File: src/sv/rtpa2u_pkg.sv
// Shared constants, types and the A-law to mu-law mapping for the RTP rewriter.
package rtpa2u_pkg;

  // Configuration register indexes
  localparam logic [1:0] CFG_MATCH_PORT  = 2'd0;
  localparam logic [1:0] CFG_MATCH_PT    = 2'd1;
  localparam logic [1:0] CFG_SAMPLES     = 2'd2;

  localparam int unsigned CFG_IDX_W  = 2;
  localparam int unsigned CFG_DATA_W = 16;

  // Fixed header positions within the Ethernet frame
  localparam int unsigned POS_TYPE_LO = 13;
  localparam int unsigned POS_PROTO   = 23;
  localparam int unsigned POS_PORT_LO = 37;
  localparam int unsigned POS_RTP_MPT = 43;
  localparam int unsigned POS_PAYLOAD = 54;

  localparam logic [15:0] ETHERTYPE_IPV4 = 16'h0800;
  localparam logic [7:0]  IP_PROTO_UDP   = 8'd17;
  localparam logic [7:0]  ALAW_XOR       = 8'h55;
  localparam logic [6:0]  ULAW_XOR       = 7'h7f;

  localparam logic [15:0] RST_MATCH_PORT = 16'd1026;
  localparam logic [6:0]  RST_MATCH_PT   = 7'd8;
  localparam logic [9:0]  RST_SAMPLES    = 10'd160;

  typedef struct packed {
    logic [7:0] data;
    logic       last;
    logic       changed;
  } res_t;

  // Magnitude step of the A-law to mu-law mapping
  function automatic logic [6:0] law_step(input logic [6:0] m);
    logic [7:0] mm;
    logic [7:0] r;
    mm = {1'b0, m};
    if (mm < 8'd8)       r = {mm[6:0], 1'b1};
    else if (mm < 8'd23) r = mm + 8'd8;
    else if (mm < 8'd31) r = mm + ((8'd32 - mm) >> 1) + 8'd4;
    else if (mm < 8'd45) r = mm + 8'd4;
    else if (mm < 8'd47) r = mm + 8'd3;
    else if (mm < 8'd63) r = mm + 8'd2;
    else if (mm < 8'd80) r = mm + 8'd1;
    else                 r = mm;
    return r[6:0];
  endfunction

  function automatic logic [7:0] alaw_to_ulaw(input logic [7:0] a);
    logic [7:0] v;
    v = a ^ ALAW_XOR;
    return {v[7], law_step(v[6:0]) ^ ULAW_XOR};
  endfunction

endpackage

File: src/sv/rtp_alaw_to_ulaw_rewriter.sv
// Top level: RTP A-law to mu-law rewriter on an Ethernet byte stream.
// Takes one byte per clock while in_tready is high and returns it through
// the output register, unchanged or rewritten (out_tuser flags rewrites). The
// per-byte header compare and the mapping sit between the input side and the
// output register; a one-entry skid stage behind it keeps in_tready high while
// a result waits, so a stall on the output side costs no input cycle until
// both the output and skid registers are full. Sustained rate: 1 byte/cycle.
// Header offsets are fixed (IPv4 header taken as 20 bytes); the offset counter
// saturates at 2^OFFSET_BITS-1, and bytes at that offset pass unchanged.
module rtp_alaw_to_ulaw_rewriter #(
  parameter int unsigned OFFSET_BITS = 11
) (
  input  logic                                 clk,
  input  logic                                 rst_n,
  input  logic                                 cfg_wr_en,
  input  logic [rtpa2u_pkg::CFG_IDX_W-1:0]     cfg_index,
  input  logic [rtpa2u_pkg::CFG_DATA_W-1:0]    cfg_wdata,
  input  logic                                 in_tvalid,
  output logic                                 in_tready,
  input  logic [7:0]                           in_tdata,   // [7:0] in_byte
  input  logic                                 in_tlast,
  output logic                                 out_tvalid,
  input  logic                                 out_tready,
  output logic [7:0]                           out_tdata,  // [7:0] out_byte
  output logic                                 out_tlast,
  output logic                                 out_tuser   // [0] out_changed
);

  localparam int unsigned CMP_W = (OFFSET_BITS > 10) ? OFFSET_BITS : 10;
  localparam logic [OFFSET_BITS-1:0] OFF_MAX = {OFFSET_BITS{1'b1}};

  // configuration
  logic [15:0] match_port_r;
  logic [6:0]  match_pt_r;
  logic [9:0]  samples_r;

  always_ff @(posedge clk) begin
    if (!rst_n) begin
      match_port_r <= rtpa2u_pkg::RST_MATCH_PORT;
      match_pt_r   <= rtpa2u_pkg::RST_MATCH_PT;
      samples_r    <= rtpa2u_pkg::RST_SAMPLES;
    end else if (cfg_wr_en) begin
      unique case (cfg_index)
        rtpa2u_pkg::CFG_MATCH_PORT: match_port_r <= cfg_wdata;
        rtpa2u_pkg::CFG_MATCH_PT:   match_pt_r   <= cfg_wdata[6:0];
        rtpa2u_pkg::CFG_SAMPLES:    samples_r    <= cfg_wdata[9:0];
        default: ;
      endcase
    end
  end

  // frame state
  logic [OFFSET_BITS-1:0] offset_r, offset_nxt;
  logic                   hdr_ok_r, hdr_ok_nxt;
  logic                   pay_en_r, pay_en_nxt;
  logic [7:0]             prev_r, prev_nxt;

  logic                   accept;
  rtpa2u_pkg::res_t       res;

  logic [15:0]            pair;
  logic                   real_off;
  logic [CMP_W-1:0]       off_ext;
  logic [CMP_W-1:0]       pay_idx;
  logic                   in_payload;

  always_comb begin
    pair       = {prev_r, in_tdata};
    real_off   = (offset_r != OFF_MAX);
    off_ext    = CMP_W'(offset_r);
    pay_idx    = off_ext - CMP_W'(rtpa2u_pkg::POS_PAYLOAD);
    in_payload = (off_ext >= CMP_W'(rtpa2u_pkg::POS_PAYLOAD)) &&
                 (pay_idx < CMP_W'(samples_r));

    res.data    = in_tdata;
    res.last    = in_tlast;
    res.changed = 1'b0;
    hdr_ok_nxt  = hdr_ok_r;
    pay_en_nxt  = pay_en_r;

    if (real_off) begin
      if (off_ext == CMP_W'(rtpa2u_pkg::POS_TYPE_LO) && pair != rtpa2u_pkg::ETHERTYPE_IPV4)
        hdr_ok_nxt = 1'b0;
      if (off_ext == CMP_W'(rtpa2u_pkg::POS_PROTO) && in_tdata != rtpa2u_pkg::IP_PROTO_UDP)
        hdr_ok_nxt = 1'b0;
      if (off_ext == CMP_W'(rtpa2u_pkg::POS_PORT_LO) && pair != match_port_r)
        hdr_ok_nxt = 1'b0;
      // keep only the marker bit of the RTP byte
      if (off_ext == CMP_W'(rtpa2u_pkg::POS_RTP_MPT) && hdr_ok_r &&
          in_tdata[6:0] == match_pt_r) begin
        res.data    = {in_tdata[7], 7'd0};
        res.changed = 1'b1;
        pay_en_nxt  = 1'b1;
      end
      if (pay_en_r && in_payload) begin
        res.data    = rtpa2u_pkg::alaw_to_ulaw(in_tdata);
        res.changed = 1'b1;
      end
    end

    if (in_tlast) begin
      offset_nxt = '0;
      hdr_ok_nxt = 1'b1;
      pay_en_nxt = 1'b0;
      prev_nxt   = 8'd0;
    end else begin
      prev_nxt   = in_tdata;
      offset_nxt = real_off ? offset_r + 1'b1 : offset_r;
    end
  end

  assign accept = in_tvalid && in_tready;

  always_ff @(posedge clk) begin
    if (!rst_n) begin
      offset_r <= '0;
      hdr_ok_r <= 1'b1;
      pay_en_r <= 1'b0;
      prev_r   <= 8'd0;
    end else if (accept) begin
      offset_r <= offset_nxt;
      hdr_ok_r <= hdr_ok_nxt;
      pay_en_r <= pay_en_nxt;
      prev_r   <= prev_nxt;
    end
  end

  // output register with skid stage
  rtpa2u_pkg::res_t out_r, skid_r;
  logic             out_vld_r, skid_vld_r;

  assign in_tready = !skid_vld_r;

  always_ff @(posedge clk) begin
    if (!rst_n) begin
      out_vld_r  <= 1'b0;
      skid_vld_r <= 1'b0;
    end else if (!out_vld_r || out_tready) begin
      if (skid_vld_r) begin
        out_vld_r  <= 1'b1;
        skid_vld_r <= 1'b0;
      end else begin
        out_vld_r  <= accept;
      end
    end else if (accept) begin
      skid_vld_r <= 1'b1;
    end
  end

  always_ff @(posedge clk) begin
    if (!out_vld_r || out_tready) begin
      if (skid_vld_r) out_r <= skid_r;
      else if (accept) out_r <= res;
    end else if (accept) begin
      skid_r <= res;
    end
  end

  assign out_tvalid = out_vld_r;
  assign out_tdata  = out_r.data;
  assign out_tlast  = out_r.last;
  assign out_tuser  = out_r.changed;

endmodule

File: config.mk
export PLATFORM = sky130hd
export DESIGN_NAME = rtp_alaw_to_ulaw_rewriter
export DESIGN_NICKNAME = d
export VERILOG_FILES = /design/src/sv/rtpa2u_pkg.sv /design/src/sv/rtp_alaw_to_ulaw_rewriter.sv
export SDC_FILE = /design/constraint.sdc
export NUM_CORES = 1
export LEC_CHECK = 0
export ABC_AREA = 1
export BUFFER_PORTS_ARGS = -buffer_cell sky130_fd_sc_hd__clkbuf_2
export CAP_MARGIN = 20
export CORE_MARGIN = 2
export CORE_UTILIZATION = 25
export CTS_BUF_LIST = sky130_fd_sc_hd__clkbuf_16
export DETAILED_ROUTE_END_ITERATION = 8
export SETUP_SLACK_MARGIN = 0.02
export SLEW_MARGIN = 20
export SYNTH_ARGS = -nofsm -noshare
export SYNTH_HDL_FRONTEND = slang
export SYNTH_SLANG_ARGS = --single-unit
File: constraint.sdc
create_clock -name clk -period 4.07 [get_ports clk]
set_input_delay 0.814 -clock clk [delete_from_list [all_inputs] [get_ports clk]]
set_output_delay 0.814 -clock clk [all_outputs]
set_load 0.05 [all_outputs]
==> impl_metrics.json <==
{
  "drv_slew": 0,
  "hpwlAfterDp_um": 10200,
  "num_vias": 4602,
  "track_usage_pct": 13.1,
  "finalNonFillerCells": 1049,
  "max_cap_viol_count": 0,
  "synth_commonest_cells": "nand2_1, inv_1, nor2_1, dfxtp_1, o21ai_0",
  "cts_made_buffers": 9,
  "leakage_nw": 2.68,
  "layout-area-overhead-vs-synth_pct": 17.0,
  "syn_area_per_cell_um2": 7.01,
  "diodes": 0,
  "period_minus_slack_ps": 2990,
  "synth_most_common_cell": "nand2_1",
  "cts_hold_buf": 0,
  "crit_top_cell": "nand2_1",
  "ys_warn_count": 0,
  "syn_inst": 725,
  "fin_crit_sh_pct": 73.6,
  "critPathMaxFanout": 4,
  "grt_pass1_vias": 4453,
  "cp_slowest_stage_delay_ps": 350,
  "port_buffers": 43,
  "synthFlopType": "dfxtp_1",
  "clk_latency_ps": 340,
  "async_flop_share_pct": 0,
  "r2r_cells": 18,
  "ant_nets": 0,
  "synthTopCellsByArea": "dfxtp_1, nand2_1, edfxtp_1",
  "finalClockSkew_ps": 4.83,
  "grt-ovfl-total": 0,
  "hold_class": "flip-flop to flip-flop",
  "antenna_found_initial": 0,
  "critPathSlowestCell": "ha_1",
  "place.gp.congestion": 0.885,
  "setup_ws_ps": 1080,
  "hold_depth": 2,
  "wl_per_cell_um": 12.8,
  "drive_gt1_share_pct": 12.8,
  "hold_viol_final": 0,
  "grt_max_degree": 35,
  "die_w_um": 147,
  "hold-worst-slack_ps": 447,
  "die_area_mm2": 0.0215,
  "cts_resized": 0,
  "grt_pass1_wl_um": 22700,
  "cts_tree": "yes",
  "synth_edf_count": 20,
  "fin_tns_setup_ps": 0,
  "clkTransAtPathRegs_ps": 60,
  "nNetsFinal": 845,
  "tightest_slew_ps": 1000,
  "yosys.area.top_type": "dfxtp_1",
  "end_kind": "flip-flop",
  "avgViaCountPerCell": 4.39,
  "fmax_mhz": 334,
  "syn_area_mm2": 0.00508,
  "ys_ff_latch": 76,
  "yosysSeqAreaShare_pct": 33.9,
  "route.detailed.drc": 0,
  "slew_headroom_pct": 32.7,
  "clock-sinks": 76,
  "irDropWorstVdd_uv": 206,
  "worst_ep_arrival_time_ps": 3090,
  "startpoint_type": "input port",
  "cp_data_required_time_ps": 4160,
  "rsz0062_at_grt": "no",
  "num_io_pins": 44,
  "htreeDepth": 3,
  "yosysTopAreaCellShare_pct": 22.1,
  "status": "completed",
  "clockRootBuffer": "clkbuf_16",
  "crit_chain": "clkbuf_2 > inv_1 > ha_1 > nand3_1 > nand2_1 > inv_1 > ha_1 > ha_1 > a21oi_1 > o21ai_0 > nand2_1 > nand2_1 > o21ai_1 > inv_1 > nand2_1 > nand2_1 > nand3_1 > nand2_1 > nand2_1 > nand2_1",
  "dp.cells": 1033,
  "start_util_pct": 25.3,
  "firstDrtPassIters": 5,
  "cts_buffer_depth": 2,
  "core_area_mm2": 0.0201,
  "dpl_worst_slack_ps": 722,
  "reg2reg_slack_ps": 1200,
  "final-setup-viol-count": 0,
  "critPathKind": "input port to flip-flop",
  "p_per_area_mw_per_mm2": 335,
  "routed_wl_um": 13500,
  "synth_cell_types": 39,
  "drtIter0Drc": 338,
  "row_count": 52,
  "die_h_um": 147,
  "post_cts_buffers": 0,
  "syn_nets": 796
}
-- cell type report --
type	count	area (um2)
tap	270	338
timing repair buffer	56	313
inverter	95	357
clock buffer	9	225
clock inverter	7	76.3
sequential	76	1720
fill	2194	14200
multi-input combinational	536	2910
-- registers in the layout, summed over array words and instances (netlist names) --
name	count
skid_r	10
hdr_ok_r	1
skid_vld_r	1
samples_r	10
pay_en_r	1
out_tuser	1
prev_r	8
match_pt_r	7
off_ext	11
out_tlast	1
out_tvalid	1
out_tdata	8
match_port_r	16
-- per-stage QoR --
step / area, um2 / util (%) / total power [mW]
5_1_grt: 5940 / 29.6 / 2.09
3_3_place_gp: 5640 / 28.1 / 1.20
3_5_place_dp: 5640 / 28.1 / 1.20
6_report: 5940 / 29.6 / 1.99
4_1_cts: 5940 / 29.6 / 2.01
2_1_floorplan: 5080 / - / 1.09
-- placed cells by master (no fill, tap or decap), types with 9 or more instances in the layout --
cell type	n
nand3_1	43
dfxtp_1	56
buf_4	13
xnor2_1	20
o21ai_0	49
nand4_1	9
nor2_1	74
a21oi_1	41
clkbuf_16	9
inv_1	82
clkbuf_2	43
ha_1	38
nand2_1	187
inv_2	10
nor3_1	14
xor2_1	17
edfxtp_1	20
-- path summary, 6_finish.rpt --
kind | startpoint | end
max | in_tdata[1] | out_tdata[4]$_DFFE_PP_
max reg2reg | off_ext[5]$_SDFFE_PN0P_ | out_tdata[1]$_DFFE_PP_
min | hdr_ok_r$_SDFFE_PN1P_ | hdr_ok_r$_SDFFE_PN1P_
min reg2reg | hdr_ok_r$_SDFFE_PN1P_ | hdr_ok_r$_SDFFE_PN1P_
-- power by group --
part / switching (mW) / leakage [nW] / internal, mW
Combinational: 0.235 / 1.89 / 0.123
Clock: 0.325 / 0.144 / 0.477
Sequential: 0.0198 / 0.646 / 0.810
-- logic make-up after synthesis --
group / share of synthesized area, %
XOR/XNOR: 6.38
buffers and inverters: 8.79
adder cells (fa/ha/maj): 9.75
AND/OR/NAND/NOR: 29.6
flip-flops: 33.9
AO/OA/AOI/OAI: 11.6
-- routing by layer --
metal | part of all wire, % | wire length [um] | global-route usage, % | up-vias
li1 | - | - | - | 2440
met1 | 51 | 6880 | 18.5 | 2051
met2 | 43 | 5770 | 19.9 | 98
met3 | 4.6 | 614 | 2.94 | 13
met4 | 1.5 | 197 | 4.03 | 0
met5 | 0 | 0 | 0 | -
-- critical path, delay by kind of cell --
kind,cells,cell delay [ps]
buffers and inverters,4,230
adder cells (fa/ha/maj),3,890
AO/OA/AOI/OAI,3,450
AND/OR/NAND/NOR,10,700
(Power assumes the default switching activity.)
